`src/design/pfs_pkg.sv`:
```
`timescale 1ns / 1ps
// ----------------------------------------------------------------------------
// pfs_pkg: shared types and constants of the potential field step block
// Field widths, mode and status codes, controller/datapath command and status
// structs, and the output clamp.
// ----------------------------------------------------------------------------
package pfs_pkg;

    localparam int COORD_W = 32;
    localparam int STEP_W  = 31;
    localparam int MODE_W  = 2;
    localparam int STAT_W  = 2;

    localparam logic [MODE_W-1:0] MODE_CLEAR  = 2'd0;
    localparam logic [MODE_W-1:0] MODE_INSERT = 2'd1;
    localparam logic [MODE_W-1:0] MODE_STEP   = 2'd2;

    localparam logic [STAT_W-1:0] ST_OK   = 2'd0;
    localparam logic [STAT_W-1:0] ST_FULL = 2'd1;
    localparam logic [STAT_W-1:0] ST_ZERO = 2'd2;

    typedef struct packed {
        logic accept;
        logic walk;
        logic sq_init;
        logic sq_run;
        logic rt_init;
        logic rt_run;
        logic dv_init;
        logic dv_run;
        logic fin;
        logic push;
    } t_cmd;

    typedef struct packed {
        logic walk_done;
        logic sum_zero;
        logic cnt_done;
    } t_sts;

    // clamp a stepped coordinate into the unsigned 31-bit output range
    function automatic logic [STEP_W-1:0] clamp_out(input logic signed [COORD_W+1:0] v);
        logic [STEP_W-1:0] res;
        priority if (v < 0) begin
            res = '0;
        end else if (v > $signed({3'b000, {STEP_W{1'b1}}})) begin
            res = '1;
        end else begin
            res = v[STEP_W-1:0];
        end
        return res;
    endfunction

endpackage

```
`src/design/pfs_ctrl.sv`:
```
`timescale 1ns / 1ps
// ----------------------------------------------------------------------------
// pfs_ctrl: sequencing state machine
// Steps a step request through walk, square, root and scaling (other modes
// and a zero sum skip the rest), and hands the result to the output register.
// ----------------------------------------------------------------------------
module pfs_ctrl (
    input  logic          i_clk,
    input  logic          i_rst_n,
    input  logic          i_valid,
    input  logic          i_is_step,
    input  logic          i_out_free,
    input  pfs_pkg::t_sts i_sts,
    output logic          o_ready,
    output pfs_pkg::t_cmd o_cmd
);
    import pfs_pkg::*;

    typedef enum logic [5:0] {
        S_IDLE = 6'b000001,
        S_WALK = 6'b000010,
        S_SQ   = 6'b000100,
        S_RT   = 6'b001000,
        S_DV   = 6'b010000,
        S_DONE = 6'b100000
    } t_state;

    t_state r_state, n_state;

    always_comb begin
        n_state = r_state;
        o_cmd   = '0;
        o_ready = 1'b0;
        unique case (r_state)
            S_IDLE: begin
                o_ready = 1'b1;
                if (i_valid) begin
                    o_cmd.accept = 1'b1;
                    n_state      = i_is_step ? S_WALK : S_DONE;
                end
            end
            S_WALK: begin
                o_cmd.walk = 1'b1;
                if (i_sts.walk_done) begin
                    if (i_sts.sum_zero) begin
                        n_state = S_DONE;
                    end else begin
                        o_cmd.sq_init = 1'b1;
                        n_state       = S_SQ;
                    end
                end
            end
            S_SQ: begin
                if (i_sts.cnt_done) begin
                    o_cmd.rt_init = 1'b1;
                    n_state       = S_RT;
                end else begin
                    o_cmd.sq_run = 1'b1;
                end
            end
            S_RT: begin
                if (i_sts.cnt_done) begin
                    o_cmd.dv_init = 1'b1;
                    n_state       = S_DV;
                end else begin
                    o_cmd.rt_run = 1'b1;
                end
            end
            S_DV: begin
                if (i_sts.cnt_done) begin
                    o_cmd.fin = 1'b1;
                    n_state   = S_DONE;
                end else begin
                    o_cmd.dv_run = 1'b1;
                end
            end
            S_DONE: begin
                if (i_out_free) begin
                    o_cmd.push = 1'b1;
                    n_state    = S_IDLE;
                end
            end
            default: begin
                n_state = S_IDLE;
            end
        endcase
    end

    always_ff @(posedge i_clk) begin
        if (!i_rst_n) begin
            r_state <= S_IDLE;
        end else begin
            r_state <= n_state;
        end
    end
endmodule
```
`config.mk`:
```
export PLATFORM = sky130hd
export DESIGN_NAME = pfs_ctrl
export DESIGN_NICKNAME = d
export VERILOG_FILES = /design/src/design/pfs_pkg.sv /design/src/design/pfs_ctrl.sv
export SDC_FILE = /design/constraint.sdc
export NUM_CORES = 1
export LEC_CHECK = 0
export ABC_CLOCK_PERIOD_IN_PS = 4300
export BUFFER_PORTS_ARGS = -buffer_cell sky130_fd_sc_hd__buf_4
export CAP_MARGIN = 10
export CORE_AREA = 2 2 39 41
export CTS_CLUSTER_SIZE = 10
export DETAILED_ROUTE_END_ITERATION = 12
export DIE_AREA = 0 0 41 43
export GPL_ROUTABILITY_DRIVEN = 1
export GPL_TIMING_DRIVEN = 0
export HOLD_SLACK_MARGIN = 0.05
export PLACE_DENSITY = 0.72
export SLEW_MARGIN = 20
export SYNTH_ARGS = -nofsm -noshare
export SYNTH_HDL_FRONTEND = slang
export SYNTH_SLANG_ARGS = --single-unit
```
`constraint.sdc`:
```
create_clock -name i_clk -period 4.3 [get_ports i_clk]
set_input_delay 0.215 -clock i_clk [delete_from_list [all_inputs] [get_ports i_clk]]
set_output_delay 0.215 -clock i_clk [all_outputs]
set_load 0.01 [all_outputs]
```
==> results of run 1 <==
==> area by class of cell <==
class                      count  area (sq um)
fill                         142         734.5
multi-input combinational     49         341.6
timing repair buffer          17         127.6
sequential                     6         120.1
clock buffer                   3         22.52
tap                           16         20.02
buffer                         1         10.01
inverter                       2         7.507
==> worst register-to-register path, cell delays in order, from the launching register on <==
cell and delay, ns:
dfxtp_1 0.41, or3b_4 0.42, a2111oi_4 0.38, nor4_1 0.15, a32o_1 0.26
==> power by group through the flow <==
stage	Combinational (mW)	Sequential, mW	Clock (mW)
detailed placement	0.0628	0.0710	0
global route	0.0702	0.0709	0.0572
floorplan	0.0421	0.0691	0
finish	0.0634	0.0701	0.0559
CTS	0.0633	0.0699	0.0549
global placement	0.0631	0.0709	0
==> logic make-up (layout without fill, tap and decap cells) <==
kind of cell	Yosys count	count (layout)
XOR/XNOR	1	1
AO/OA/AOI/OAI	12	12
flip-flops	6	6
AND/OR/NAND/NOR	36	36
buffers and inverters	3	23
==> cells in the final DEF (no fill, tap or decap), types with 3 or more instances in the layout <==
| cell type | instances |
|---|---|
| and3_1 | 3 |
| buf_4 | 17 |
| clkbuf_4 | 3 |
| dfxtp_1 | 6 |
| nand2_1 | 4 |
| nor2_1 | 7 |
| nor4_1 | 3 |
==> per-stage QoR <==
stage / instance area, sq um / util, %
after floorplan: 479.2 / -
after global placement: 626.9 / 45.30
after detailed placement: 626.9 / 45.30
after CTS: 649.4 / 46.93
after global routing: 649.4 / 46.93
final: 649.4 / 46.93
==> worst min-delay path by stage <==
stage	startpoint	end	depth (start not counted)
2_1_floorplan	i_is_step	r_state[1]	2
3_3_place_gp	r_state[3]	r_state[3]	2
3_5_place_dp	r_state[3]	r_state[3]	2
4_1_cts	i_sts[0]	r_state[4]	3
5_1_grt	i_sts[0]	r_state[4]	3
6_report	i_is_step	r_state[1]	3
==> per-layer routing <==
layer / track usage (%) / share of wire [%]
met5: 0 / 0
met4: 6.000 / 0.98
met1: 21.94 / 49
met3: 3.141 / 4.3
met2: 19.06 / 46
==> results.py, run 1 <==
metrics = {
    "status": {
        "status": "finished clean",
    },
    "sta": {
        "fin_crit_ns": 1.949,
        "fmax_mhz": 513.0,
        "relSlewSlack_pct": 59.91,
        "tns_ns": 0,
        "period_share_pct": 45.33,
        "worst_slew_pin_slew_ns": 0.5958,
        "postLayoutSetupSlackWorst_ns": 2.351,
        "skew_ns": 0.004569,
        "final-setup-viol-count": 0,
        "hold_slack_ns": 0.3135,
        "final_max_slew_viol_count": 0,
        "finalHoldViolations": 0,
        "rsz0062_at_grt": "false",
    },
    "die": {
        "dieArea_sq_um": 1763,
        "die_height_um": 43,
        "io-pin-count": 19,
        "die_w_um": 41,
        "start_util_pct": 34.63,
        "placementRows": 14,
        "core_area_sq_um": 1384,
    },
    "final_layout": {
        "largest_register": "r_state",
        "layout.nets": 88,
        "drive_above_1_share_pct": 35.90,
        "reg.largest.list": "r_state (6)",
        "largest_reg_flops": 6,
        "diodes": 0,
        "fin_cells": 94,
        "syn_to_final_growth_pct": 35.51,
    },
    "synthesis": {
        "synthXorXnorAreaFrac_pct": 1.828,
        "yosysSeqAreaShare_pct": 25.07,
        "synth-simple-area-share_pct": 46.21,
        "netlist_area_sq_um": 479.2,
        "yosys.area_share.adder_pct": 0,
        "synth.avg_cell_area_sq_um": 8.262,
        "synth_flop_cell": "dfxtp_1",
        "ys_async_sr_fraction_pct": 0,
        "synth_nets": 66,
        "ys.warnings.count": 0,
        "synth_edf_count": 0,
        "yosys.area.top_type_share_pct": 25.07,
        "muxShareOfSynthArea_pct": 0,
        "yosys.area.top_type": "dfxtp_1",
        "synth.most_common_cell": "nor2_1",
        "synth_top_family_by_area": "simple AND/OR/NAND/NOR gates",
        "ys_types": 32,
        "ys_ff_latch": 6,
        "synth_common_cells": "7 x nor2_1, 6 x dfxtp_1, 4 x nand2_1, 3 x and3_1, 3 x nor4_1",
        "ys_top_cells_by_area": "dfxtp_1 25%, a2111oi_4 5.7%, nor2_1 5.5%, and3_1 3.9%, nor4_1 3.9%",
        "syn-instance-count": 58,
        "synth_compound_area_share_pct": 23.24,
    },
    "global_routing": {
        "grt_max_degree": 10,
        "grt_pass1_wl_mm": 1.766,
        "grt_antenna_before_repair": 0,
        "grt_usage_pct": 14.47,
        "grt-ovfl-total": 0,
        "grt_pass1_vias": 426,
    },
    "pwr": {
        "clkPwrFrac_pct": 29.5,
        "p_per_area_nw_per_um2": 291.7,
        "pwr-share-comb_pct": 33.5,
        "p_sw_mw": 0.06332,
        "intPower_mw": 0.1261,
        "total_power_mw": 0.1894,
        "swShare_pct": 33.43,
        "power_leakage_nw": 0.2905,
        "vdd_drop_max_uv": 213.6,
        "p_seq_share_pct": 37.0,
    },
    "setup_path": {
        "path_depth": 4,
        "critPathKind": "reg2out",
        "crit_start": "r_state[1]",
        "worstReg2RegEnd": "r_state[5]",
        "start_kind": "register",
        "reg2regPathDepth": 4,
        "worstPathArrival_ns": 1.73,
        "slowest_stage": "or4b_1",
        "r2r-start": "r_state[4]",
        "cp_max_fo": 7,
        "endpoint": "o_cmd[7]",
        "crit_required_ns": 4.09,
        "critPathBufInv": 1,
        "end_kind": "output pin",
        "regToRegSetupSlack_ns": 2.57,
        "crit_family": "simple AND/OR/NAND/NOR gates",
        "cp_slowest_stage_delay_ns": 0.54,
        "worstPathCellList": "or4b_1 > nor2_2 > and3b_1 > buf_4",
    },
    "route": {
        "vias": 499,
        "routed_wl_mm": 1.126,
        "antenna_left": 0,
        "route.detailed.wl_per_inst_um": 11.98,
        "firstDrtPassIters": 4,
        "route.detailed.drc": 0,
        "viasPerCell": 5.309,
        "drt_iter0_markers": 20,
    },
    "clock_tree": {
        "cts_buffers": 3,
        "hold_buffers": 0,
        "cts_setup_buffers": 0,
        "clk_pin_slew_ns": 0.05,
        "h-tree-depth": 1,
        "clock_latency_ns": 0.25,
        "cts_tree": "done",
        "cts_resized": 0,
        "cts_max_path_buffers": 2,
        "cts.sinks": 6,
        "clockRootBuffer": "clkbuf_4",
    },
    "place": {
        "port_buffers": 17,
        "gp_congestion": 0.8282,
        "place_ws_ns": 2.584,
        "hpwl_um": 878.4,
        "placed_cells": 91,
    },
    "flow_run": {
        "maxCapViolations": 0,
    },
    "min_path": {
        "hold_path_class": "in2reg",
    },
}
Power figures use the tool's default switching activity.
==> run 2, diff against run 1 <==
--- a/config.mk
+++ b/config.mk
@@ -5,7 +5,7 @@
 export SDC_FILE = /design/constraint.sdc
 export NUM_CORES = 1
 export LEC_CHECK = 0
-export ABC_CLOCK_PERIOD_IN_PS = 4300
+export ABC_CLOCK_PERIOD_IN_PS = 1650
 export BUFFER_PORTS_ARGS = -buffer_cell sky130_fd_sc_hd__buf_4
 export CAP_MARGIN = 10
 export CORE_AREA = 2 2 39 41
@@ -15,7 +15,7 @@
 export GPL_ROUTABILITY_DRIVEN = 1
 export GPL_TIMING_DRIVEN = 0
 export HOLD_SLACK_MARGIN = 0.05
-export PLACE_DENSITY = 0.72
+export PLACE_DENSITY = 0.75
 export SLEW_MARGIN = 20
 export SYNTH_ARGS = -nofsm -noshare
 export SYNTH_HDL_FRONTEND = slang
==> constraint.sdc (replaced) <==
create_clock -name i_clk -period 1.65 [get_ports i_clk]
set_input_delay 0.0825 -clock i_clk [delete_from_list [all_inputs] [get_ports i_clk]]
set_output_delay 0.0825 -clock i_clk [all_outputs]
set_load 0.01 [all_outputs]
==> run 2 against run 1 <==
The flow now finishes with violations (negative setup slack). Worst hold slack got worse by 0.13 ns. Register-to-register slack got worse by 2.6 ns. Non-clock buffer count grew 3. Sequential share of layout area fell by 0.12 points.
==> results.py, run 2 (synthesis gave the netlist of run 1 again) <==
metrics = {
    "setup_path": {
        "start_kind": "register",
        "cp_slowest_stage_delay_ns": 0.57,
        "worstPathArrival_ns": 1.60,
        "r2r-start": "r_state[4]",
        "end_kind": "output pin",
        "crit_family": "simple AND/OR/NAND/NOR gates",
        "worstPathCellList": "or4b_4 > nor2_4 > and3b_2 > buf_6",
        "worstReg2RegEnd": "r_state[5]",
        "reg2regPathDepth": 4,
        "critPathKind": "reg2out",
        "critPathBufInv": 1,
        "regToRegSetupSlack_ns": 0.01,
        "slowest_stage": "or4b_4",
        "cp_max_fo": 7,
        "crit_required_ns": 1.57,
    },
    "min_path": {
        "whs_path_depth": 3,
        "worstHoldStart": "i_sts[0]",
        "hold_end": "r_state[4]",
        "hold_path_class": "in2reg",
    },
    "die": {
        "dieArea_sq_um": 1763,
        "die_height_um": 43,
        "die_w_um": 41,
        "placementRows": 14,
        "core_area_sq_um": 1384,
        "io-pin-count": 19,
        "start_util_pct": 34.63,
    },
    "sta": {
        "finalHoldViolations": 0,
        "skew_ns": 0.001993,
        "worst_slew_pin_slew_ns": 0.4345,
        "fin_crit_ns": 1.680,
        "relSlewSlack_pct": 70.79,
        "hold_slack_ns": 0.1808,
        "period_share_pct": 101.8,
        "final-setup-viol-count": 1,
        "postLayoutSetupSlackWorst_ns": -0.02982,
        "final_max_slew_viol_count": 0,
        "rsz0062_at_grt": "true",
        "fmax_mhz": 595.3,
    },
    "final_layout": {
        "drive_above_1_share_pct": 48.15,
        "syn_to_final_growth_pct": 47.78,
        "layout.nets": 91,
        "mostFrequentLayoutCell": "buf_4",
        "fin_cells": 97,
        "nFillCells": 140,
        "final_cell_mix": "19 x buf_4, 7 x nor2_1, 4 x nand2_1",
        "reg.largest.list": "r_state (6)",
        "largest_reg_flops": 6,
        "diodes": 0,
        "utilization_pct": 51.18,
        "largest_register": "r_state",
    },
    "clock_tree": {
        "cts.sinks": 6,
        "h-tree-depth": 1,
        "cts_buffers": 3,
        "hold_buffers": 0,
        "clockRootBuffer": "clkbuf_4",
        "clock_latency_ns": 0.25,
        "cts_max_path_buffers": 2,
        "clk_pin_slew_ns": 0.05,
        "cts_tree": "done",
    },
    "place": {
        "gp_congestion": 0.7549,
        "hpwl_um": 864.8,
        "port_buffers": 17,
        "place_ws_ns": -0.05576,
        "placed_cells": 91,
    },
    "route": {
        "route.detailed.wl_per_inst_um": 13.57,
        "vias": 528,
        "firstDrtPassIters": 4,
        "antenna_left": 0,
        "drt_iter0_markers": 21,
        "route.detailed.drc": 0,
        "routed_wl_mm": 1.316,
        "viasPerCell": 5.443,
    },
    "flow_run": {
        "maxCapViolations": 0,
    },
    "global_routing": {
        "grt_max_degree": 10,
        "grt_usage_pct": 17.47,
        "grt_pass1_vias": 502,
        "grt_antenna_before_repair": 0,
        "grt-ovfl-total": 0,
        "grt_pass1_wl_mm": 2.090,
    },
    "pwr": {
        "vdd_drop_max_uv": 336.7,
        "p_per_area_nw_per_um2": 728.5,
        "power_leakage_nw": 0.3135,
    },
    "status": {
        "violations": "negative setup slack",
        "status": "finished with violations",
    },
}
-- run 2: changes by cell type in the layout (fill, tap and decap cells not counted), moves of 2 or more --
cell / delta
buf_4: +2
nor4_2: +2
nor4_1: -2
dfxtp_4: +2
dfxtp_1: -4
dfxtp_2: +2
-- run 2: worst max-delay path by stage --
stage | start | end | slack (ns) | cells past startpoint
after floorplan | r_state[4] | r_state[5] | 0.07 | 4
after global placement | r_state[4] | r_state[5] | -0.03 | 4
after detailed placement | r_state[4] | r_state[5] | -0.06 | 4
after CTS | r_state[4] | o_cmd[7] | -0.03 | 4
after global routing | r_state[5] | o_cmd[7] | -0.08 | 4
final | r_state[5] | o_cmd[7] | -0.03 | 4
-- run 2: worst reg2reg max path: stages (launching register included) --
cell	delay, ns
dfxtp_2	0.37
or3b_4	0.40
a2111oi_4	0.38
nor4_2	0.12
a32o_1	0.25
-- run 2: power by group --
part / switching [mW] / internal [mW] / leakage, nW
logic: 0.0842 / 0.0974 / 0.249
clock network: 0.0615 / 0.0829 / 0.0138
registers: 0.0280 / 0.162 / 0.0505
total: 0.174 / 0.342 / 0.313
-- run 2: what timing repair did --
item                                    4_1_cts  5_1_grt
buffers inserted                              2        1
pin swaps                                     2        3
endpoints found under the hold margin         0        0
gates resized for setup                       8        4
endpoints found under the setup margin        8        8
-- run 2: through the flow --
step,setup TNS [ns],power (mW),instance area [sq um]
global placement,-0.03260,0.3484,626.9
CTS,-0.02806,0.5125,686.9
global route,-0.2167,0.5440,708.2
finish,-0.02982,0.5159,708.2
detailed placement,-0.05576,0.3504,626.9
floorplan,0,0.2897,479.2
-- run 2: cell type report --
cell class	count	area, sq um	area share (%)
repair buffers	20	153.9	21.73
multi-input cells	49	364.1	51.41
inverters	2	7.507	1.060
well taps	16	20.02	2.827
plain buffers	1	10.01	1.413
flip-flops and latches	6	130.1	18.37
clock buffers	3	22.52	3.180
-- run 2: per-layer routing --
metal	vias to the layer above	GRT usage [%]	wire (um)
li1	262	-	-
met1	242	21.54	555
met2	22	26.88	658
met3	2	3.141	84
met4	0	10.00	18
met5	-	0	0
==> run 3, diff against run 2 <==
--- a/config.mk
+++ b/config.mk
@@ -5,7 +5,7 @@
 export SDC_FILE = /design/constraint.sdc
 export NUM_CORES = 1
 export LEC_CHECK = 0
-export ABC_CLOCK_PERIOD_IN_PS = 1650
+export ABC_CLOCK_PERIOD_IN_PS = 1900
 export BUFFER_PORTS_ARGS = -buffer_cell sky130_fd_sc_hd__buf_4
 export CAP_MARGIN = 10
 export CORE_AREA = 2 2 39 41
@@ -15,7 +15,7 @@
 export GPL_ROUTABILITY_DRIVEN = 1
 export GPL_TIMING_DRIVEN = 0
 export HOLD_SLACK_MARGIN = 0.05
-export PLACE_DENSITY = 0.75
+export PLACE_DENSITY = 0.72
 export SLEW_MARGIN = 20
 export SYNTH_ARGS = -nofsm -noshare
 export SYNTH_HDL_FRONTEND = slang
==> constraint.sdc (replaced) <==
create_clock -name i_clk -period 1.9 [get_ports i_clk]
set_input_delay 0.095 -clock i_clk [delete_from_list [all_inputs] [get_ports i_clk]]
set_output_delay 0.095 -clock i_clk [all_outputs]
set_load 0.01 [all_outputs]
==> run 3 against run 2 <==
The flow now finishes without violations. Final area is 8.1% lower. Clock skew about the same. First-iteration DRC count fell by 9.5%. Final cell count is 3.1% lower. Die area unchanged. Critical endpoint unchanged.
==> results.py, run 3 (synthesis gave the netlist of run 1 again) <==
metrics = {
    "min_path": {
        "hold_path_class": "in2reg",
        "whs_path_depth": 3,
    },
    "setup_path": {
        "cp_max_fo": 6,
        "critPathKind": "reg2out",
        "worstPathCellList": "or4b_1 > nor2_2 > and3b_1 > buf_4",
        "slowest_stage": "or4b_1",
        "start_kind": "register",
        "cp_slowest_stage_delay_ns": 0.59,
        "worstPathArrival_ns": 1.68,
        "reg2regPathDepth": 4,
        "end_kind": "output pin",
        "crit_required_ns": 1.80,
    },
    "route": {
        "firstDrtPassIters": 4,
        "vias": 495,
        "viasPerCell": 5.266,
        "drt_iter0_markers": 19,
        "route.detailed.wl_per_inst_um": 12.16,
        "antenna_left": 0,
        "route.detailed.drc": 0,
        "routed_wl_mm": 1.143,
    },
    "sta": {
        "skew_ns": 0.002012,
        "rsz0062_at_grt": "false",
        "final_max_slew_viol_count": 0,
        "finalHoldViolations": 0,
        "tns_ns": 0,
        "worst_slew_pin_slew_ns": 0.5934,
        "relSlewSlack_pct": 60.08,
        "hold_slack_ns": 0.1931,
        "fin_crit_ns": 1.780,
        "postLayoutSetupSlackWorst_ns": 0.1202,
        "final-setup-viol-count": 0,
        "period_share_pct": 93.67,
        "fmax_mhz": 561.9,
    },
    "die": {
        "die_height_um": 43,
        "io-pin-count": 19,
        "placementRows": 14,
        "start_util_pct": 34.63,
        "die_w_um": 41,
        "core_area_sq_um": 1384,
        "dieArea_sq_um": 1763,
    },
    "final_layout": {
        "largest_register": "r_state",
        "layout.nets": 88,
        "utilization_pct": 47.02,
        "syn_to_final_growth_pct": 35.77,
        "drive_above_1_share_pct": 37.18,
        "diodes": 0,
        "final_cell_mix": "17 x buf_4, 7 x nor2_1, 5 x dfxtp_1",
        "mostFrequentLayoutCell": "buf_4",
        "largest_reg_flops": 6,
        "reg.largest.list": "r_state (6)",
    },
    "place": {
        "gp_congestion": 0.8282,
        "place_ws_ns": 0.1841,
        "port_buffers": 17,
        "hpwl_um": 878.4,
    },
    "clock_tree": {
        "cts_max_path_buffers": 2,
        "cts_tree": "done",
        "cts_buffers": 3,
        "h-tree-depth": 1,
        "clockRootBuffer": "clkbuf_4",
        "hold_buffers": 0,
        "cts.sinks": 6,
        "clk_pin_slew_ns": 0.05,
        "clock_latency_ns": 0.25,
    },
    "status": {
        "status": "finished clean",
    },
    "flow_run": {
        "maxCapViolations": 0,
    },
    "pwr": {
        "power_leakage_nw": 0.2909,
        "vdd_drop_max_uv": 387.7,
        "p_per_area_nw_per_um2": 662.1,
        "total_power_mw": 0.4308,
    },
    "global_routing": {
        "grt_antenna_before_repair": 0,
        "grt_pass1_wl_mm": 1.766,
        "grt_usage_pct": 14.47,
        "grt_pass1_vias": 426,
        "grt-ovfl-total": 0,
        "grt_max_degree": 10,
    },
}
run 3: cell count changes in the layout (fill, tap and decap cells not counted):
cell     before  now
dfxtp_1       2    5
buf_4        19   17
dfxtp_4       2    0
nor4_1        1    3
nor4_2        2    0
and3b_1       1    2
and3b_2       1    0
buf_6         1    0
dfxtp_2       2    1
nor2_2        0    1
nor2_4        1    0
or4b_1        0    1
or4b_4        1    0
run 3: through the flow:
stage,std cells,instance area (sq um)
6_report,94,650.6
5_1_grt,94,650.6
4_1_cts,94,649.4
3_5_place_dp,91,626.9
3_3_place_gp,91,626.9
2_1_floorplan,58,479.2
run 3: repair_timing:
action	in CTS	in global routing
resized for setup	0	1
buffers inserted	0	0
setup endpoints to repair	0	1
run 3: path summary, 6_finish.rpt:
check,from,end,slack (ns)
worst max-delay path,r_state[0],o_cmd[7],0.12
worst min register to register,r_state[3],r_state[3],0.55
worst min-delay path,i_is_step,r_state[1],0.19
worst max register to register,r_state[4],r_state[5],0.17
run 3: layout make-up:
| type | instances | area (sq um) |
|---|---|---|
| Fill cell | 141 | 733.2 |
| Timing Repair Buffer | 17 | 127.6 |
| Clock buffer | 3 | 22.52 |
| Buffer | 1 | 10.01 |
| Multi-Input combinational cell | 49 | 341.6 |
| Inverter | 2 | 7.507 |
| Sequential cell | 6 | 121.4 |
| Tap cell | 16 | 20.02 |
run 3: worst max-delay path, delay by kind of cell (launching register included):
family	cells	cell delay [ns]
AND/OR/NAND/NOR	3	0.94
buffers and inverters	1	0.13
flip-flops	1	0.37
run 3: per-layer routing:
layer | routed length, um | vias up | track usage, %
met4 | 11 | 0 | 6.000
li1 | - | 258 | -
met2 | 531 | 12 | 19.06
met1 | 558 | 223 | 21.94
met5 | 0 | - | 0
met3 | 41 | 2 | 3.141
run 3: power by group:
| group | switching [mW] | internal, mW | total, mW |
|---|---|---|---|
| logic | 0.0673 | 0.0758 | 0.143 |
| clock network | 0.0559 | 0.0721 | 0.128 |
| registers | 0.0214 | 0.138 | 0.160 |
